==> src/sv/quoted_token_splitter_assert.svh <==
// ----------------------------------------------------------------------------
// Quoted token splitter assertion macros
// Concurrent check macros; empty when SYNTHESIS is set.
// ----------------------------------------------------------------------------
`ifndef QUOTED_TOKEN_SPLITTER_ASSERT_SVH
`define QUOTED_TOKEN_SPLITTER_ASSERT_SVH

`ifndef SYNTHESIS
// same-cycle implication
`define QTS_ASSERT_IMP(label, clk, rst, ante, cons) \
   label: assert property (@(posedge clk) disable iff (rst) (ante) |-> (cons)) \
      else $error("%m: check failed");
// next-cycle implication
`define QTS_ASSERT_NXT(label, clk, rst, ante, cons) \
   label: assert property (@(posedge clk) disable iff (rst) (ante) |=> (cons)) \
      else $error("%m: check failed");
`else
`define QTS_ASSERT_IMP(label, clk, rst, ante, cons)
`define QTS_ASSERT_NXT(label, clk, rst, ante, cons)
`endif

`endif

==> src/sv/qts_pkg.sv <==
// ----------------------------------------------------------------------------
// Quoted token splitter package
// Shared result type, token kinds and queue sizing.
// ----------------------------------------------------------------------------
`timescale 1ns / 1ps
`default_nettype none

package qts_pkg;

   localparam logic [1:0] KIND_PLAIN = 2'd0;
   localparam logic [1:0] KIND_DQ    = 2'd1;
   localparam logic [1:0] KIND_SQ    = 2'd2;

   localparam int QUEUE_DEPTH = 4;
   localparam int QUEUE_AW    = $clog2(QUEUE_DEPTH);
   localparam int QUEUE_CW    = $clog2(QUEUE_DEPTH + 1);

   typedef struct packed {
      logic [1:0] token_kind;
      logic       has_byte;
      logic [7:0] out_byte;
      logic       token_end;
   } result_type;

   // results produced by one scan step
   typedef struct packed {
      logic [1:0] count;
      result_type first;
      result_type second;
   } result_pair_type;

endpackage

`default_nettype wire

==> src/sv/qts_scan.sv <==
// ----------------------------------------------------------------------------
// Quoted token splitter scanner
// Mode register and per-byte token logic; up to two results a step.
// ----------------------------------------------------------------------------
`timescale 1ns / 1ps
`default_nettype none

module qts_scan (
   input  wire                      clock,
   input  wire                      reset,
   input  wire                      step,
   input  wire  [7:0]               source_byte,
   input  wire                      end_of_input,
   output qts_pkg::result_pair_type results
);
   import qts_pkg::*;

   typedef enum logic [3:0] {
      MODE_START, MODE_IDLE, MODE_TOKEN, MODE_DQ, MODE_SQ,
      MODE_SLASH, MODE_CMT, MODE_CMT_STAR
   } mode_type;

   localparam logic [7:0] CH_SLASH = 8'h2F;
   localparam logic [7:0] CH_STAR  = 8'h2A;
   localparam logic [7:0] CH_DQ    = 8'h22;
   localparam logic [7:0] CH_SQ    = 8'h27;

   mode_type mode_ff, mode_in;
   logic     is_space;

   function automatic result_type byte_res(logic [1:0] kind, logic [7:0] b);
      byte_res = '{token_kind: kind, has_byte: 1'b1, out_byte: b, token_end: 1'b0};
   endfunction

   function automatic result_type end_res(logic [1:0] kind);
      end_res = '{token_kind: kind, has_byte: 1'b0, out_byte: 8'd0, token_end: 1'b1};
   endfunction

   assign is_space = source_byte inside {8'h20, 8'h09, 8'h0A, 8'h00};

   always_comb begin
      mode_in        = mode_ff;
      results.count  = 2'd0;
      results.first  = end_res(KIND_PLAIN);
      results.second = end_res(KIND_PLAIN);
      if (end_of_input) begin
         mode_in = MODE_START;
         case (mode_ff)
            MODE_TOKEN: begin
               results.count = 2'd1;
            end
            MODE_DQ: begin
               results.count = 2'd1;
               results.first = end_res(KIND_DQ);
            end
            MODE_SQ: begin
               results.count = 2'd1;
               results.first = end_res(KIND_SQ);
            end
            MODE_SLASH: begin
               results.count = 2'd2;
               results.first = byte_res(KIND_PLAIN, CH_SLASH);
            end
            default: ;
         endcase
      end else begin
         case (mode_ff)
            MODE_START, MODE_IDLE: begin
               if (source_byte == CH_DQ) begin
                  mode_in = MODE_DQ;
               end else if (source_byte == CH_SQ) begin
                  mode_in = MODE_SQ;
               end else if (source_byte == CH_SLASH) begin
                  mode_in = MODE_SLASH;
               end else if (is_space) begin
                  // only the very start of text gives an empty token
                  if (mode_ff == MODE_START) results.count = 2'd1;
                  mode_in = MODE_IDLE;
               end else begin
                  results.count = 2'd1;
                  results.first = byte_res(KIND_PLAIN, source_byte);
                  mode_in       = MODE_TOKEN;
               end
            end
            MODE_TOKEN: begin
               results.count = 2'd1;
               if (is_space) begin
                  mode_in = MODE_IDLE;
               end else begin
                  results.first = byte_res(KIND_PLAIN, source_byte);
               end
            end
            MODE_DQ: begin
               results.count = 2'd1;
               if (source_byte == CH_DQ) begin
                  results.first = end_res(KIND_DQ);
                  mode_in       = MODE_IDLE;
               end else begin
                  results.first = byte_res(KIND_DQ, source_byte);
               end
            end
            MODE_SQ: begin
               results.count = 2'd1;
               if (source_byte == CH_SQ) begin
                  results.first = end_res(KIND_SQ);
                  mode_in       = MODE_IDLE;
               end else begin
                  results.first = byte_res(KIND_SQ, source_byte);
               end
            end
            MODE_SLASH: begin
               if (source_byte == CH_STAR) begin
                  mode_in = MODE_CMT;
               end else if (is_space) begin
                  results.count = 2'd2;
                  results.first = byte_res(KIND_PLAIN, CH_SLASH);
                  mode_in       = MODE_IDLE;
               end else begin
                  results.count  = 2'd2;
                  results.first  = byte_res(KIND_PLAIN, CH_SLASH);
                  results.second = byte_res(KIND_PLAIN, source_byte);
                  mode_in        = MODE_TOKEN;
               end
            end
            MODE_CMT: begin
               if (source_byte == CH_STAR) mode_in = MODE_CMT_STAR;
            end
            MODE_CMT_STAR: begin
               if (source_byte == CH_SLASH) begin
                  mode_in = MODE_IDLE;
               end else if (source_byte != CH_STAR) begin
                  mode_in = MODE_CMT;
               end
            end
            default: begin
               mode_in = MODE_START;
            end
         endcase
      end
   end

   always_ff @(posedge clock) begin
      if (reset) begin
         mode_ff <= MODE_START;
      end else if (step) begin
         mode_ff <= mode_in;
      end
   end

endmodule

`default_nettype wire

==> src/sv/qts_rsp_queue.sv <==
// ----------------------------------------------------------------------------
// Quoted token splitter result queue
// Small queue taking up to two results a cycle, draining one.
// ----------------------------------------------------------------------------
`timescale 1ns / 1ps
`default_nettype none

module qts_rsp_queue (
   input  wire                              clock,
   input  wire                              reset,
   input  wire                              push,
   input  wire qts_pkg::result_pair_type    push_data,
   input  wire                              pop,
   output qts_pkg::result_type              head,
   output logic [qts_pkg::QUEUE_CW-1:0]     count
);
   import qts_pkg::*;

   result_type          mem [QUEUE_DEPTH];
   logic [QUEUE_AW-1:0] wr_ptr_ff, wr_ptr_in;
   logic [QUEUE_AW-1:0] rd_ptr_ff, rd_ptr_in;
   logic [QUEUE_CW-1:0] count_ff, count_in;
   logic [1:0]          n_push;
   logic [QUEUE_AW-1:0] wr_next;

   assign n_push    = push ? push_data.count : 2'd0;
   assign wr_next   = wr_ptr_ff + QUEUE_AW'(1);
   assign wr_ptr_in = wr_ptr_ff + QUEUE_AW'(n_push);
   assign rd_ptr_in = rd_ptr_ff + QUEUE_AW'(pop);
   assign count_in  = count_ff + QUEUE_CW'(n_push) - QUEUE_CW'(pop);
   assign head      = mem[rd_ptr_ff];
   assign count     = count_ff;

   always_ff @(posedge clock) begin
      if (n_push != 2'd0) mem[wr_ptr_ff] <= push_data.first;
      if (n_push == 2'd2) mem[wr_next]   <= push_data.second;
   end

   always_ff @(posedge clock) begin
      if (reset) begin
         wr_ptr_ff <= '0;
         rd_ptr_ff <= '0;
         count_ff  <= '0;
      end else begin
         wr_ptr_ff <= wr_ptr_in;
         rd_ptr_ff <= rd_ptr_in;
         count_ff  <= count_in;
      end
   end

endmodule

`default_nettype wire

==> src/sv/quoted_token_splitter.sv <==
// ----------------------------------------------------------------------------
// Quoted token splitter
// Splits a byte stream into plain, double- and single-quoted tokens.
// ----------------------------------------------------------------------------
// Path: a request is registered in the input register, scanned from there, and its
//   results are registered in the result queue, whose head drives rsp.
// Throughput: one request per cycle while the queue has room; output drains
//   one result per cycle, so two-result requests (slash cases) are paced by the result port.
// Reset: synchronous, active high; empties the queue and input register
//   and puts the scanner at start of text.
`timescale 1ns / 1ps
`default_nettype none

`include "quoted_token_splitter_assert.svh"

module quoted_token_splitter (
   input  wire        clock,
   input  wire        reset,
   // request channel
   input  wire        req_tvalid,
   output logic       req_tready,
   input  wire  [7:0] req_tdata,   // [7:0] source_byte
   input  wire        req_tlast,   // end_of_input
   // result channel
   output logic       rsp_tvalid,
   input  wire        rsp_tready,
   output logic [7:0] rsp_tdata,   // [7:0] out_byte
   output logic [2:0] rsp_tuser,   // [1:0] token_kind, [2] has_byte
   output logic       rsp_tlast    // token_end
);
   import qts_pkg::*;

   // input register
   logic       in_valid_ff, in_valid_in;
   logic [7:0] in_byte_ff;
   logic       in_eoi_ff;

   logic                  advance;
   logic                  room;
   logic                  rsp_pop;
   result_pair_type       scan_res;
   result_type            head;
   logic [QUEUE_CW-1:0]   q_count;

   // a scan step may push two results; leave space for both
   assign room    = q_count <= QUEUE_CW'(QUEUE_DEPTH - 2);
   assign advance = in_valid_ff && room;

   // new request enters while the held one moves on
   assign req_tready  = !in_valid_ff || advance;
   assign in_valid_in = (req_tvalid && req_tready) || (in_valid_ff && !advance);

   always_ff @(posedge clock) begin
      if (reset) begin
         in_valid_ff <= 1'b0;
      end else begin
         in_valid_ff <= in_valid_in;
      end
   end

   // payload, no reset
   always_ff @(posedge clock) begin
      if (req_tvalid && req_tready) begin
         in_byte_ff <= req_tdata;
         in_eoi_ff  <= req_tlast;
      end
   end

   qts_scan u_scan (
      .clock        (clock),
      .reset        (reset),
      .step         (advance),
      .source_byte  (in_byte_ff),
      .end_of_input (in_eoi_ff),
      .results      (scan_res)
   );

   assign rsp_pop = rsp_tvalid && rsp_tready;

   qts_rsp_queue u_queue (
      .clock     (clock),
      .reset     (reset),
      .push      (advance),
      .push_data (scan_res),
      .pop       (rsp_pop),
      .head      (head),
      .count     (q_count)
   );

   assign rsp_tvalid = q_count != '0;
   assign rsp_tdata  = head.out_byte;
   assign rsp_tuser  = {head.has_byte, head.token_kind};
   assign rsp_tlast  = head.token_end;

   // queue never overfills
   `QTS_ASSERT_IMP(a_queue_bound, clock, reset, 1'b1, q_count <= QUEUE_CW'(QUEUE_DEPTH))
   // an end mark never carries a byte
   `QTS_ASSERT_IMP(a_end_no_byte, clock, reset, rsp_tvalid && rsp_tlast,
      !rsp_tuser[2] && rsp_tdata == 8'd0)
   // a held request stays until the scanner takes it
   `QTS_ASSERT_NXT(a_input_held, clock, reset, in_valid_ff && !advance, in_valid_ff)
   // an empty queue with nothing scanned stays empty
   `QTS_ASSERT_NXT(a_no_phantom, clock, reset, !rsp_tvalid && !advance, !rsp_tvalid)

endmodule

`default_nettype wire

==> config.mk <==
export PLATFORM = sky130hd
export DESIGN_NAME = quoted_token_splitter
export DESIGN_NICKNAME = d
export VERILOG_FILES = /design/src/sv/qts_pkg.sv /design/src/sv/qts_scan.sv /design/src/sv/qts_rsp_queue.sv /design/src/sv/quoted_token_splitter.sv
export VERILOG_INCLUDE_DIRS = /design/src /design/src/sv
export SDC_FILE = /design/constraint.sdc
export NUM_CORES = 1
export LEC_CHECK = 0
export BUFFER_PORTS_ARGS = -buffer_cell sky130_fd_sc_hd__buf_2
export CAP_MARGIN = 10
export CORE_MARGIN = 2
export CORE_UTILIZATION = 54
export DETAILED_ROUTE_END_ITERATION = 12
export MAX_ROUTING_LAYER = met4
export PLACE_DENSITY_LB_ADDON = 0.3
export SLEW_MARGIN = 20
export SYNTH_ARGS = -nofsm -noshare
export SYNTH_HDL_FRONTEND = slang
export SYNTH_SLANG_ARGS = --single-unit
==> constraint.sdc <==
create_clock -name clock -period 2.49 [get_ports clock]
set_input_delay 0.3735 -clock clock [delete_from_list [all_inputs] [get_ports clock]]
set_output_delay 0.3735 -clock clock [all_outputs]
set_load 0.1 [all_outputs]
Word level (Yosys, flattened, before mapping)
Memories as Yosys holds them, arrays and structs flattened. A register that Yosys moved wholly into a read port is not among the register bits.
Cells that the tools add are included.
{"block": "word_totals", "register_bits": 21, "latch_bits": 0, "ramBits": 48, "mem_bits_ro": 0, "in_bits": 13, "out_inout_bits": 14, "elab_cells": 85, "n_memories": 1}
{"block": "op_classes", "add_sub_neg": 5, "mul": 0, "n_div": 0, "order_cmp": 1, "eq_ne": 21, "shift": 0, "mux": 34, "n_bitwise": 0, "n_reduce_logical": 16}
{"name": "u_queue.mem", "depth": 4, "word_bits": 12, "rd": 1, "rd_ports_with_merged_regs": 1, "wr": 2, "line": "qts_rsp_queue.sv:19", "text": "result_type mem [QUEUE_DEPTH];"}
{"op": "case mux 14 bit (5 select lines)", "n": 1}
{"op": "two-way mux 14 bit", "n": 4}
{"op": "two-way mux 4 bit", "n": 11}
{"op": "== test 8 x 6 -> 1 bit, second input constant", "n": 5}
{"op": "case mux 12 bit (3 select lines)", "n": 1}
{"op": "two-way mux 10 bit", "n": 3}
{"op": "case mux 4 bit (7 select lines)", "n": 1}
{"op": "two-way mux 26 bit", "n": 1}
{"op": "two-way mux 12 bit", "n": 2}
{"op": "== test 4 x 3 -> 1 bit, second input constant", "n": 4}
{"op": "== test 8 x 4 -> 1 bit, second input constant", "n": 2}
{"op": "inequality test 3 x 2 -> 1 bit, second input constant", "n": 4}
{"op": "== test 4 x 2 -> 1 bit, second input constant", "n": 2}
{"op": "logical NOT 8 bit", "n": 1}
{"op": "two-way mux 2 bit", "n": 4}
{"op": "inequality test 8 x 6 -> 1 bit, second input constant", "n": 1}
{"op": "AND reduction 6 bit", "n": 1}
{"op": "two-way mux 1 bit", "n": 5}
{"op": "== test 4 x 1 -> 1 bit, second input constant", "n": 1}
{"op": "logical AND 1 bit", "n": 4}
{"op": "logical NOT 4 bit", "n": 1}
{"op": "inequality test 4 x 2 -> 1 bit, second input constant", "n": 1}
{"op": "case mux 2 bit (2 select lines)", "n": 1}
{"op": "nonzero test 4 bit", "n": 1}
{"op": "13 further kinds", "n": 15}

Logic depth before layout (Yosys ltp)
Gate-level depths: netlist of run 1.
{"block": "logic_depth", "word_depth": 12, "depth_mapped": 12, "depth_no_buf": 11}

Modules after synthesis
Synthesis of run 1 repeated with hierarchy kept, for this count alone.
{"block": "unflattened", "hier_cells": 296, "hier_area_um2": 3867.5}
{"module": "qts_rsp_queue", "n_inst": 1, "cells_per_inst": 166, "area_each_um2": 2746.4, "seq_area_each_um2": 1581.5}
{"module": "qts_scan", "n_inst": 1, "cells_per_inst": 110, "area_each_um2": 765.7, "seq_area_each_um2": 60.1}
{"module": "quoted_token_splitter", "n_inst": 1, "cells_per_inst": 20, "area_each_um2": 355.3, "seq_area_each_um2": 290.3}

Least setup slack after synthesis of run 1
No wires, ideal clock.
{"block": "synth_timing", "path_type": "flip-flop to flip-flop", "startpoint": "reg u_queue.count_ff[0], in the netlist u_queue.count[0]", "endpoint": "reg u_queue.count_ff[2], in the netlist u_queue.count[2]", "setup_time_ps": 128, "arrival_ps": 2612, "required_ps": 2362, "setup_slack_ps": -250, "stages_incl_launch_ff": 11, "n_path_buf": 0, "synth_period_minus_slack_ps": 2740, "path_cell_list": "dfxtp_1 or3_1 and2_1 ha_1 inv_1 ha_1 inv_1 fa_1 xnor2_1 xnor2_1 nor2_1"}
{"block": "synth_between", "word_cells_on_any_way": 7, "classes_between": "add/sub (2); order compare (1); mux (1); reduce/logical (3)"}
{"element": "start, declared", "line": "qts_rsp_queue.sv:22", "text": "logic [QUEUE_CW-1:0] count_ff, count_in;"}
{"element": "start signal, assigned", "line": "qts_rsp_queue.sv:47", "text": "count_ff <= count_in;"}
{"element": "nonzero test 3 bit", "line": "quoted_token_splitter.sv:90", "text": "assign rsp_tvalid = q_count != '0;"}
{"element": "via rsp_tvalid", "line": "quoted_token_splitter.sv:25", "text": "output logic rsp_tvalid,"}
{"element": "logical AND 1 bit", "line": "quoted_token_splitter.sv:78", "text": "assign rsp_pop = rsp_tvalid && rsp_tready;"}
{"element": "subtractor 3 x 1 -> 3 bit", "line": "qts_rsp_queue.sv:30", "text": "assign count_in = count_ff + QUEUE_CW'(n_push) - QUEUE_CW'(pop);"}
The timed path passes the listed nets, and every way through them passes these cells.
A chain may end at the register's enable or synchronous reset.

==> flow_results.org, run 1 <==
** Cells and area
- Leading cell type in the layout, fill and taps excluded :: buf_4
- The top cell types in the final layout, fill and taps aside, are buf_4, edfxtp_1, buf_2.
- The post-route netlist has 37.5% of its cells at a drive strength greater than 1.
- Syn-to-layout area delta :: 25.2%
- Total inserted antenna cells :: 0
- Post-layout net count :: 425
- For this run, the number of standard cells in the final layout without fillers is 491.
- The layout has 475 filler cells.

** Power and ir drop
- Power per unit of standard cell area :: 785 nW/um^2
- The internal portion of the total power is 2.24 mW.
- Proportion of power drawn by flip-flops and latches :: 36.6%
- Net switching is 38.4% of the power.
- The design draws 3.64 mW.
- Summed over all nets, the switching power comes to 1.40 mW.
- Leak pwr :: 1.70 nW
- Worst voltage drop across the vdd grid :: 0.608 mV
- The share of total power dissipated in combinational logic is 36.0%.
- In this run, the clock network consumes 27.4% of the power.

** Worst setup path
- The setup path with the least slack is of type reg -> reg.
- For the worst setup path, the data arrival time is 2.65 ns.
- Endpoint of the most critical register-to-register path :: u_queue.mem[0][6]
- Startpoint type of the worst setup path :: register
- The worst setup path is captured at a register.
- Maximum fanout along the worst path :: 7
- Reg-to-Reg Start :: in_byte_ff[0]
- The worst register-to-register path has a depth of 8.
- Required time of the critical path :: 2.59 ns
- Internal reg-to-reg setup slack :: -0.05 ns

** Status
- The final reports fail on negative setup slack.
- Status :: complete, but fails checks

** Placement
- Input and output buffers added on the ports amount to 26.
- Routability congestion estimate from global placement :: 0.934
- In this run, placement finished with an instance count of 468.
- After legalization and detailed placement, the total HPWL measured 6760 um.

** Worst hold path
- The worst hold path belongs to the class in -> reg.
- For hold timing, the worst endpoint is in_byte_ff[6].
- Counting instances, the worst hold path has a depth of 1.
- Launch instance of the worst min-delay path :: req_tdata[6]

** Global routing
- Global route total overflow :: 0
- First-pass GRT wire length :: 14000 um
- GR Util All Layers :: 25.3%
- Via count of the first global-routing pass :: 2873
- Maximum number of pins on one net before global-route repair :: 14
- The initial antenna violation count is 0.

** Drt
- After detailed routing, the number of remaining DRC violations is 0.
- In the final routed layout, each cell accounts on average for 18.5 um.
- The routed layout has 3002 vias.
- Routed wire length :: 9060 um
- After detailed routing, the number of vias per cell comes to 6.11.
- The detail route stage leaves a number of antenna-violating nets equal to 0.
- After the first detailed-routing iteration, the DRC count stood at 269.
- For this run, the detailed router's first-pass iteration total came to 5.

** Timing
- Measured against its own limit, the worst slew margin works out to 55.1%.
- Subtracting the final worst setup slack from the clock period gives 2.54 ns.
- Setup violations remaining at the end of the flow were counted as 4.
- RSZ-0062 raised after global routing :: yes
- The final hold violation count is 0.
- After routing, the total negative slack on setup checks comes to -0.162 ns.
- After layout, the worst setup slack is -0.0533 ns.
- Final number of max-transition violations :: 0
- For the pin with the worst max-slew slack, the measured transition is 0.672 ns.
- In the finished design, the share of the clock period the worst path needs comes to 102%.
- For the final database, setup skew stands at 0.00767 ns.
- For this run, the top clock speed supported by timing is 393 MHz.

** Floorplanning
- The die covers 7540 um^2.
- Measured along the x axis, the die boundary spans 86.8 um.
- In this run the core area contains 30 standard-cell rows.
- Once the floorplan was initialized, standard cells occupied 55.1% of the core.
- After floorplanning, the core was sized to cover 6720 um^2.
- Die Span Y :: 86.8 um
- I/O pin total :: 27

** Clocking
- Count of hold-fix buffers inserted at cts :: 0
- Total CTS buffers :: 9
- Clock Tree Buf Depth :: 2
- TritonCTS built the clock tree.
- Root cell of the clock tree :: clkbuf_8
- Clock transition at the register clock pins on the worst setup and hold paths after CTS :: 0.08 ns
- Clock insertion delay at the later pin of the skew report :: 0.34 ns
- For this design, the sink count on the clock tree is 68.
- The H-tree was split into 3 levels.

** Synth
- Fraction of synthesis flops using an asynchronous set or reset pin :: 0%
- In the synthesized netlist the dominant register cell turns out to be edfxtp_1.
- Averaged over all synthesized cells, the footprint is 11.4 um^2.
- In this run, synthesis produced a sequential element count of 68.
- Post-Syn Nets :: 345
- Post-Synthesis Cells :: 326
- Number of flops mapped to enable cells by yosys :: 49
- Summing the sequential cell areas from Yosys gives 50.0% of the chip area.
- Post-synthesis cell area :: 3700 um^2
- The netlist uses 65 different library cells.
- Syn. warnings :: 0

** Run
- The tool flagged a number of max-cap violations equal to 0.
how the worst max path moves through the flow:
stage,end,depth (start not counted),slack (ns),startpoint
6_report,u_queue.mem[0][6],8,-0.05,in_byte_ff[0]
3_3_place_gp,u_queue.count[2],11,-0.06,in_byte_ff[2]
4_1_cts,u_queue.count[2],11,-0.04,in_byte_ff[0]
3_5_place_dp,u_queue.mem[2][5],8,-0.11,in_byte_ff[0]
5_1_grt,u_queue.mem[0][6],8,-0.12,in_byte_ff[0]
2_1_floorplan,u_queue.count[2],12,-0.19,in_byte_ff[0]
worst max-delay path: stages (launching register included):
cell and delay, ns:
edfxtp_1 0.48, or3_4 0.43, a311oi_4 0.37, a2111oi_4 0.13
buf_4 0.21, o2111a_1 0.29, a31oi_1 0.20, buf_4 0.16
nor2_1 0.04
layout make-up:
cell class	instances	area [um^2]	area share, %
multi-input combinational	232	1850	39.8
clock inverter	7	98.8	2.13
inverter	8	30.0	0.647
timing repair inverter	1	5.00	0.108
sequential	68	1850	39.9
clock buffer	9	124	2.67
tap	80	100	2.16
timing repair buffer	86	584	12.6
metal layers:
metal  GRT usage, %  vias up  part of all wire, %
met3           4.57       28                  4.9
met5              -        -                    0
met2           40.9      111                   50
li1               -     1422                    -
met4           9.23        0                  2.2
met1           31.9     1441                   43
per-stage QoR:
step | utilization (%) | setup slack (ns) | area (um^2) | hold WS [ns]
floorplan | - | -0.192 | 3710 | 0.428
detailed placement | 63.4 | -0.113 | 4260 | 0.456
finish | 69.1 | -0.0533 | 4640 | 0.206
global route | 69.1 | -0.116 | 4640 | 0.196
CTS | 67.3 | -0.0409 | 4520 | 0.203
global placement | 63.4 | -0.0580 | 4260 | 0.449
power groups by stage:
stage               logic [mW]  registers (mW)  clock network (mW)
floorplan                 1.03            1.34                   0
global placement          1.24            1.35                   0
detailed placement        1.25            1.36                   0
CTS                       1.28            1.33                1.01
global route              1.39            1.34                1.05
finish                    1.31            1.33               0.998
cell families (layout without fill, tap and decap cells):
kind of cell               count (synthesis)  after routing  share of synthesized area (%)
buffers and inverters                     27            111                           3.17
DFF                                       68             68                           50.0
muxes                                     12             12                           7.29
and+or+nand+nor                          121            121                           17.7
xor gates and xnor gates                   5              5                           1.18
AOI/OAI and AO/OA                         87             88                           18.5
adders and majority gates                  6              6                           2.23
sequential cells by signal, summed over array words and instances, names as in the netlist:
name               flops
u_scan.mode_ff         3
u_queue.mem           48
u_queue.wr_ptr_ff      2
in_valid_ff            1
u_queue.rd_ptr_ff      2
in_eoi_ff              1
in_byte_ff             8
u_queue.count          3
synth_stat cells (all sizes together) (2+ instances only):
master	instances	area (um^2)
edfxtp	49	1470
nor2	24	90.1
dfxtp	19	380
nand2	19	71.3
nor2b	18	113
o22ai	17	113
nand3	16	80.1
o21ai	16	87.6
mux4	12	270
clkbuf	11	41.3
a21oi	9	45.0
buf	8	46.3
inv	8	30.0
nor3	8	40.0
and2	7	46.3
o21a	7	52.6
a31oi	5	31.3
ha	5	62.6
or2	5	31.3
xnor2	5	43.8
nand2b	4	25.0
nand3b	4	30.0
a21o	3	22.5
and3	3	18.8
or3	3	18.8
a2111oi	2	37.5
a211oi	2	15.0
a31o	2	17.5
a32oi	2	17.5
a41oi	2	25.0
nand4bb	2	22.5
o2111a	2	22.5
o211ai	2	20.0
o2bb2ai	2	17.5
o31a	2	17.5
o31ai	2	20.0
timing repair:
action,in CTS,in global routing
cloned,0,2
setup endpoints to repair,25,73
gates resized for setup,9,15
buffers inserted,1,4
pin swaps,7,12
Power figures use the tool's default switching activity.
==> run 2, diff against run 1 <==
Settings changed: CELL_PAD_IN_SITES_DETAIL_PLACEMENT set to 1, CELL_PAD_IN_SITES_GLOBAL_PLACEMENT set to 1, CORE_UTILIZATION 54 to 44.
==> run 2 against run 1 <==
The flow still finishes with violations (negative setup slack). Clock skew grew 0.0057 ns. Via count rose by 2.9%. First-iteration DRC count down 10%. Total power decreased by 0.15%. Sequential power is essentially flat. Non-clock buffer count is 11 higher. Register-to-register slack got worse by 0.08 ns. Sequential share of layout area down 1.3 points. Critical path depth increased by 1. Critical path type unchanged. Largest cell class is now multi-input gates.
==> flow_results.org, run 2 (synthesized netlist as in run 1, its figures left out) <==
** Status
- Status :: complete, but fails checks
- Failing checks :: negative setup slack

** Worst setup path
- Family of cells with the greatest summed delay on the critical path :: compound AO/OA/AOI/OAI gates
- The setup path with the least slack is of type reg -> reg.
- For this design, the slowest cell found on the critical path is edfxtp_1.
- Cell with the most instances on the worst path :: buf_6
- Startpoint type of the worst setup path :: register
- The critical path goes through buf_4, buf_6, and4bb_2, a41oi_2, or2_4, buf_6, o2111ai_4, o21ai_4, a31o_1.
- Nature of the critical path endpoint :: register
- Worst-case reg-to-reg path depth :: 9 (+1)
- Slowest stage delay, CP :: 0.48 ns (about the same)
- Logic depth of the worst setup path including buffers :: 9 (+1)
- The required time at the endpoint of the critical path came to 2.61 ns (+0.02 ns).
- Maximum fanout along the worst path :: 6 (-1)
- The data arrival time at the worst-slack endpoint is 2.75 ns (+0.10 ns).
- The number of buffers and inverters on the critical path was 3 (+1).

** Floorplanning
- I/O pin total :: 27 (unchanged)
- The placement row count was 33 (+10%).
- The starting density of the core is 45.3% (-9.8 points).
- The core footprint was 8180 um^2 (+22%).
- The floorplan die area came to 9170 um^2 (+22%).
- The horizontal die dimension was 95.8 um (+10%).
- The vertical die dimension is 95.8 um (+10%).

** Timing
- Fmax :: 381 MHz (-3.2%)
- The final hold violation count came to 0 (unchanged).
- Minimum clock period :: 2.63 ns (+0.0834 ns)
- Slew at the pin with the worst max-slew slack :: 0.550 ns (-0.122 ns)
- Number of setup violations in the final report :: 30 (+26)
- RSZ-0062 raised after global routing :: yes
- Minimum setup slack in the final design :: -0.137 ns (-0.0834 ns)
- Final number of max-transition violations :: 0 (unchanged)
- Final Cycle Share :: 105% (+3.4 points)
- The worst slew margin relative to its limit is 63.3% (+8.2 points).
- Post-route clock skew :: 0.0134 ns (+0.00573 ns)

** Placement
- The placer's final routability congestion estimate is 0.932 (-0.12%).
- Detailed-placement wirelength estimate :: 7880 um (+17%)
- The number of placed cells counting well taps was 494 (+5.6%).
- Total cell area at the placement stage :: 4300 um^2 (+0.91%)
- Port bufs :: 26 (unchanged)

** Drt
- Iteration-0 DRC Markers :: 241 (-10%)
- Routed len/inst :: 21.4 um (+16%)
- The final wirelength was 11200 um (+24%).
- Total iterations of the first detailed-routing run :: 4 (-1)
- Average vias per placed instance :: 5.89 (-3.7%)
- The count of vias placed by the detailed router is 3090 (+2.9%).
- The number of routed nets with antenna violations is 0 (unchanged).
- Post-detailed-route DRC marker count :: 0 (unchanged)

** Cells and area
- Leaving out fill and tap cells, the most frequent cell in the layout is buf_4.
- Max reg flops :: 48 (unchanged)
- The post-route cell area is 4800 um^2 (+3.4%).
- Filler instances :: 879 (+85%)
- Non-filler cells in the finished layout :: 525 (+6.9%)
- Largest registers ranked by flip-flop count :: u_queue.mem x48, in_byte_ff x8
- The number of nets in the layout came to 434 (+2.1%).
- Total inserted antenna cells :: 0 (unchanged)
- Top reg by flops :: u_queue.mem
- Share of cells above drive strength 1 :: 40.0% (+2.5 points)
- Relative to the synthesized area, the layout overhead comes to 29.5%.
- Leading cell types in the layout, fill and taps excluded :: buf_4, edfxtp_1, buf_2

** Clocking
- The number of hold buffers added after CTS is 0 (unchanged).
- Root cell of the clock tree :: clkbuf_8
- The number of clock buffers inserted by TritonCTS came to 9 (unchanged).
- The worst-case clock buffer depth came to 2 (unchanged).
- Clock transition at the register clock pins on the worst setup and hold paths after CTS :: 0.09 ns (about the same)
- The clock latency reported for the late side of the worst-skew pair was 0.36 ns (+0.02 ns).
- The maximum level of the CTS H-tree was 3 (unchanged).
- TritonCTS clock tree :: built
- The number of sinks on the clock net is 68 (unchanged).

** Global routing
- The overall overflow remaining after global route came to 0 (unchanged).
- Antenna violations before repair :: 0 (unchanged)
- The maximum number of pins on one net before global-route repair is 14 (unchanged).
- The global-route wire length before repair is 16900 um (+20%).
- Via count of the first global-routing pass :: 3165 (+10%)
- The global-route usage over all layers was 25.7% (+0.39 points).

** Power and ir drop
- Total power after layout :: 3.64 mW (-0.15%)
- Worst voltage drop across the vdd grid :: 0.309 mV (-49%)
- The leakage power is 1.75 nW (+3.1%).
- Power per unit of standard cell area :: 758 nW/um^2 (-3.5%)

** Worst hold path
- Kind of path behind the tightest hold check :: in -> reg
- The cell depth of the worst min-delay path was 1 (unchanged).

** Run
- Number of maximum-capacitance violations :: 0 (unchanged)
run 2: cell types whose count changed in the layout (fill, tap and decap cells not counted), moves of 2 or more:
cell,before,now
buf_4,59,65
buf_6,1,5
a31oi_1,5,3
a31oi_2,0,2
nand2_1,16,18
nand2_2,3,1
nor2_1,23,21
nor2_2,1,3
run 2: per-layer routing:
metal | track usage [%] | share of wire [%] | vias to the layer above | routed length (um)
li1 | - | - | 1435 | -
met4 | 8.93 | 2.7 | 0 | 299
met2 | 44.7 | 52 | 102 | 5900
met1 | 30.0 | 40 | 1525 | 4520
met3 | 4.54 | 4.7 | 28 | 527
met5 | - | 0 | - | 0
run 2: where the power goes:
group	switching, mW	total, mW	internal [mW]
clock network	0.463	0.929	0.467
registers	0.0540	1.33	1.27
logic	0.948	1.38	0.432
run 2: layout make-up:
| class | instances | area [um^2] | area share [%] |
|---|---|---|---|
| Multi-Input combinational cell | 231 | 1890 | 39.4 |
| Inverter | 8 | 30.0 | 0.626 |
| Clock buffer | 9 | 124 | 2.58 |
| Tap cell | 105 | 131 | 2.74 |
| Timing Repair Buffer | 97 | 694 | 14.5 |
| Clock inverter | 7 | 76.3 | 1.59 |
| Sequential cell | 68 | 1850 | 38.6 |
run 2: worst register-to-register path, delay by kind of cell (launching register included):
family | cells | cell delay, ns
compound gates | 4 | 0.83
simple gates | 2 | 0.66
flops | 1 | 0.48
buf+inv | 3 | 0.43
run 2: final timing paths:
| check | from | endpoint | slack [ns] |
|---|---|---|---|
| setup / recovery | in_byte_ff[0] | u_queue.mem[3][2] | -0.14 |
| hold / removal | req_tlast | in_eoi_ff | 0.18 |
| setup reg to reg | in_byte_ff[0] | u_queue.mem[3][2] | -0.14 |
| hold reg to reg | u_queue.mem[3][11] | u_queue.mem[3][11] | 0.48 |
run 2: metrics by stage:
step | TNS [ns] | utilization, % | hold WS [ns] | setup WS [ns]
global route | -6.02 | 58.7 | 0.175 | -0.204
CTS | -0.386 | 56.8 | 0.176 | -0.0953
detailed placement | -4.06 | 52.6 | 0.467 | -0.202
floorplan | -0.206 | - | 0.428 | -0.192
finish | -1.97 | 58.7 | 0.185 | -0.137
global placement | -0.970 | 52.6 | 0.455 | -0.0917
run 2: what timing repair did:
item	CTS	global route
resized for setup	14	22
pin swaps	9	7
buffers inserted	9	7
setup endpoints to repair	45	73
==> run 3, diff against run 2 <==
==> constraint.sdc (replaced) <==
create_clock -name clock -period 2.49 [get_ports clock]
set_input_delay 0.3735 -clock clock [delete_from_list [all_inputs] [get_ports clock]]
set_output_delay 0.3735 -clock clock [all_outputs]
set_load 0.01 [all_outputs]
==> run 3 against run 2 <==
The run still ends with negative setup slack left. Clock-buffer cell count is the same. Global-route usage grew 2.7 points. Flip-flop and latch count is the same. Cell count grew 0.76%. Critical path depth grew 3. Cell area grew 8.0%. Maximum frequency shrank 6.3%. Combinational power shrank 28%. Core utilization grew 4.7 points. Sequential share of layout area shrank 2.9 points. Sequential power is essentially flat. Setup slack lost 0.18 ns.
==> flow_results.org, run 3 (synthesized netlist as in run 1, its figures left out) <==
** Drt
- Post-detailed-route DRC marker count :: 0 (unchanged)
- Routed wire length :: 14500 um (+29%)
- Via total after detailed routing :: 3413 (+10%)
- Met2 WL post-DR :: 7600 um (+29%)
- Total iterations of the first detailed-routing run :: 5 (+1)
- The detailed router used layers up to and including met4.
- The detail-routed via count per cell came to 6.45 (+9.6%).
- The total routed wire length on the met1 layer was 5410 um (+20%).
- Iteration-0 DRC Markers :: 353 (+46%)
- The wire length per cell after detailed routing was 27.5 um (+28%).
- Met3 Wirelength :: 827 um (+57%)
- The number of routed nets with antenna violations came to 0 (unchanged).

** Worst setup path
- Nature of the critical path endpoint :: register
- Crit path to :: u_queue.count[2]
- Path type of the worst setup path :: reg -> reg
- The highest cell delay on the worst timing path was 0.47 ns (about the same).
- Standard cell with the maximum stage delay on the critical path :: edfxtp_1
- Family of cells with the greatest summed delay on the critical path :: compound AO/OA/AOI/OAI gates
- The length in cells of the worst reg-to-reg path came to 12 (+3).
- Reg-to-Reg Start :: in_byte_ff[0]
- Startpoint of the most critical setup path :: in_byte_ff[0]
- Cell with the most instances on the worst path :: nor2_1
- The depth of the critical timing path with buffers and inverters included was 12 (+3).
- Required time of the critical path :: 2.72 ns (+0.11 ns)
- The worst setup path is launched from a register.
- Cell Chain, Critical Path :: buf_6, and2_4, o2111a_2, a2111oi_4, nor2_1, nor2_1, ha_2, inv_2, fa_2, xnor2_2, xnor2_1, nor2_1
- The data arrival time at the worst-slack endpoint came to 3.04 ns (+0.29 ns).
- The worst register-to-register path ends at u_queue.count[2].
- The largest driver fanout on the critical path was 4 (-2).
- The internal reg-to-reg setup slack is -0.31 ns (-0.18 ns).
- Combined buffer and inverter count along the critical path :: 2 (-1)

** Run
- Number of maximum-capacitance violations :: 0 (unchanged)

** Clocking
- TritonCTS built the clock tree.
- The worst-case clock buffer depth came to 2 (unchanged).
- Clock transition at the register clock pins on the worst setup and hold paths after CTS :: 0.08 ns (about the same)
- The cell sitting at the root of the clock tree is a clkbuf_8.
- Clock insertion delay at the later pin of the skew report :: 0.36 ns (about the same)
- The number of clock buffers inserted by TritonCTS came to 9 (unchanged).
- The number of sinks on the clock net came to 68 (unchanged).
- Count of H-tree levels built during CTS :: 3 (unchanged)

** Status
- The final reports fail on negative setup slack.
- The flow ran to the end, but the final reports show violations.

** Floorplanning
- The top-level port count was 27 (unchanged).
- Chip Width :: 95.8 um (unchanged)
- The vertical die dimension was 95.8 um (unchanged).
- The placement row count is 33 (unchanged).
- The floorplan die area was 9170 um^2 (unchanged).
- Total core area :: 8180 um^2 (unchanged)
- Effective utilization at floorplan :: 45.3% (unchanged)

** Placement
- The number of placed cells counting well taps is 492 (-0.40%).
- The detailed-placement wirelength estimate was 8020 um (+1.9%).
- Routability congestion estimate from global placement :: 0.922 (-1.1%)
- Port bufs :: 26 (unchanged)
- The minimum setup slack after placement was -0.179 ns (+0.0230 ns).
- Total cell area at the placement stage :: 4280 um^2 (-0.38%)

** Timing
- Setup repair after global routing could not meet its margin everywhere.
- The minimum clock period after layout came to 2.80 ns (+0.177 ns).
- Fin Hold WS :: 0.193 ns (+0.00845 ns)
- Minimum setup slack in the final design :: -0.314 ns (-0.177 ns)
- The worst slew margin relative to its limit was 31.9% (-31 points).
- Number of setup violations in the final report :: 93 (+210%)
- The final sum of negative setup slack came to -16.07 ns (-14.11 ns).
- Post-route clock skew :: 0.0167 ns (+0.00327 ns)
- Final hold viol count :: 0 (unchanged)
- The actual slew at the worst max-slew pin is 1.02 ns (+0.467 ns).
- Fmax :: 357 MHz (-6.3%)
- Final number of max-transition violations :: 0 (unchanged)
- Final Cycle Share :: 113% (+7.1 points)

** Power and ir drop
- The worst voltage drop across the vdd grid was 0.451 mV (+46%).
- The power density over cell area was 651 nW/um^2 (-14%).
- Leak pwr :: 1.81 nW (+3.5%)
- The total power after layout was 3.37 mW (-7.3%).

** Global routing
- Via count of the first global-routing pass :: 3356 (+6.0%)
- The global-route wire length before repair is 18600 um (+10%).
- GR Util All Layers :: 28.4% (+2.7 points)
- The overall overflow remaining after global route was 0 (unchanged).
- Maximum number of pins on one net before global-route repair :: 14 (unchanged)
- Antenna violations before repair :: 0 (unchanged)

** Cells and area
- The number of nets in the layout came to 438 (+0.92%).
- Max reg flops :: 48 (unchanged)
- Leading cell type in the layout, fill and taps excluded :: buf_4
- Utilization after layout :: 63.4% (+4.7 points)
- Post-route design area :: 5180 um^2 (+8.0%)
- The register with the most flip-flops in the final layout is u_queue.mem.
- Filler instances :: 815 (-7.3%)
- Leaving out fill and tap cells, the most frequent cells in the layout are buf_4, edfxtp_1, buf_2.
- The share of cells above drive strength 1 is 47.4% (+7.4 points).
- Syn-to-layout area delta :: 39.9%
- Non-filler cells in the finished layout :: 529 (+0.76%)
- Largest registers ranked by flip-flop count :: u_queue.mem x48, in_byte_ff x8
- Total inserted antenna cells :: 0 (unchanged)

** Worst hold path
- In this run the worst hold path is classified as in -> reg.
run 3: cell count changes in the layout (fill, tap and decap cells not counted), moves of 3 or more:
cell	previous run	this run
o22ai_1	14	3
o22ai_4	0	4
nand2_1	18	15
and2_4	1	4
nand3_2	0	3
buf_6	5	20
buf_4	65	54
and2_1	6	3
o22ai_2	3	10
nand3_1	16	12
run 3: final cells by class:
type | instances | area (um^2) | area share, %
multi-input combinational | 231 | 2170 | 41.8
sequential | 68 | 1850 | 35.7
timing repair buffer | 101 | 776 | 15.0
tap | 105 | 131 | 2.54
clock buffer | 9 | 124 | 2.39
clock inverter | 7 | 98.8 | 1.91
inverter | 8 | 35.0 | 0.676
run 3: how the worst min path moves through the flow:
stage                             from                 end  cells past startpoint
finish                    req_tdata[2]       in_byte_ff[2]                      1
floorplan           u_queue.mem[0][10]  u_queue.mem[0][10]                      1
CTS                       req_tdata[2]       in_byte_ff[2]                      1
global placement    u_queue.mem[2][11]  u_queue.mem[2][11]                      2
detailed placement  u_queue.mem[0][11]  u_queue.mem[0][11]                      1
global route              req_tdata[5]       in_byte_ff[5]                      1
run 3: power breakdown:
group / switching [mW] / internal (mW)
Combinational: 0.532 / 0.467
Sequential: 0.0621 / 1.27
Clock: 0.466 / 0.571
Total: 1.06 / 2.31
run 3: repair_timing:
item,4_1_cts,5_1_grt
pin swaps,15,29
gates resized for setup,30,79
endpoints found under the hold margin,0,0
hold buffers,0,0
setup endpoints to repair,48,84
cloned,0,1
buffers inserted,14,11
run 3: layer usage:
metal	GRT usage [%]	up-vias
met4	11.0	0
met5	-	-
li1	-	1443
met2	49.9	184
met3	5.56	55
met1	32.0	1731
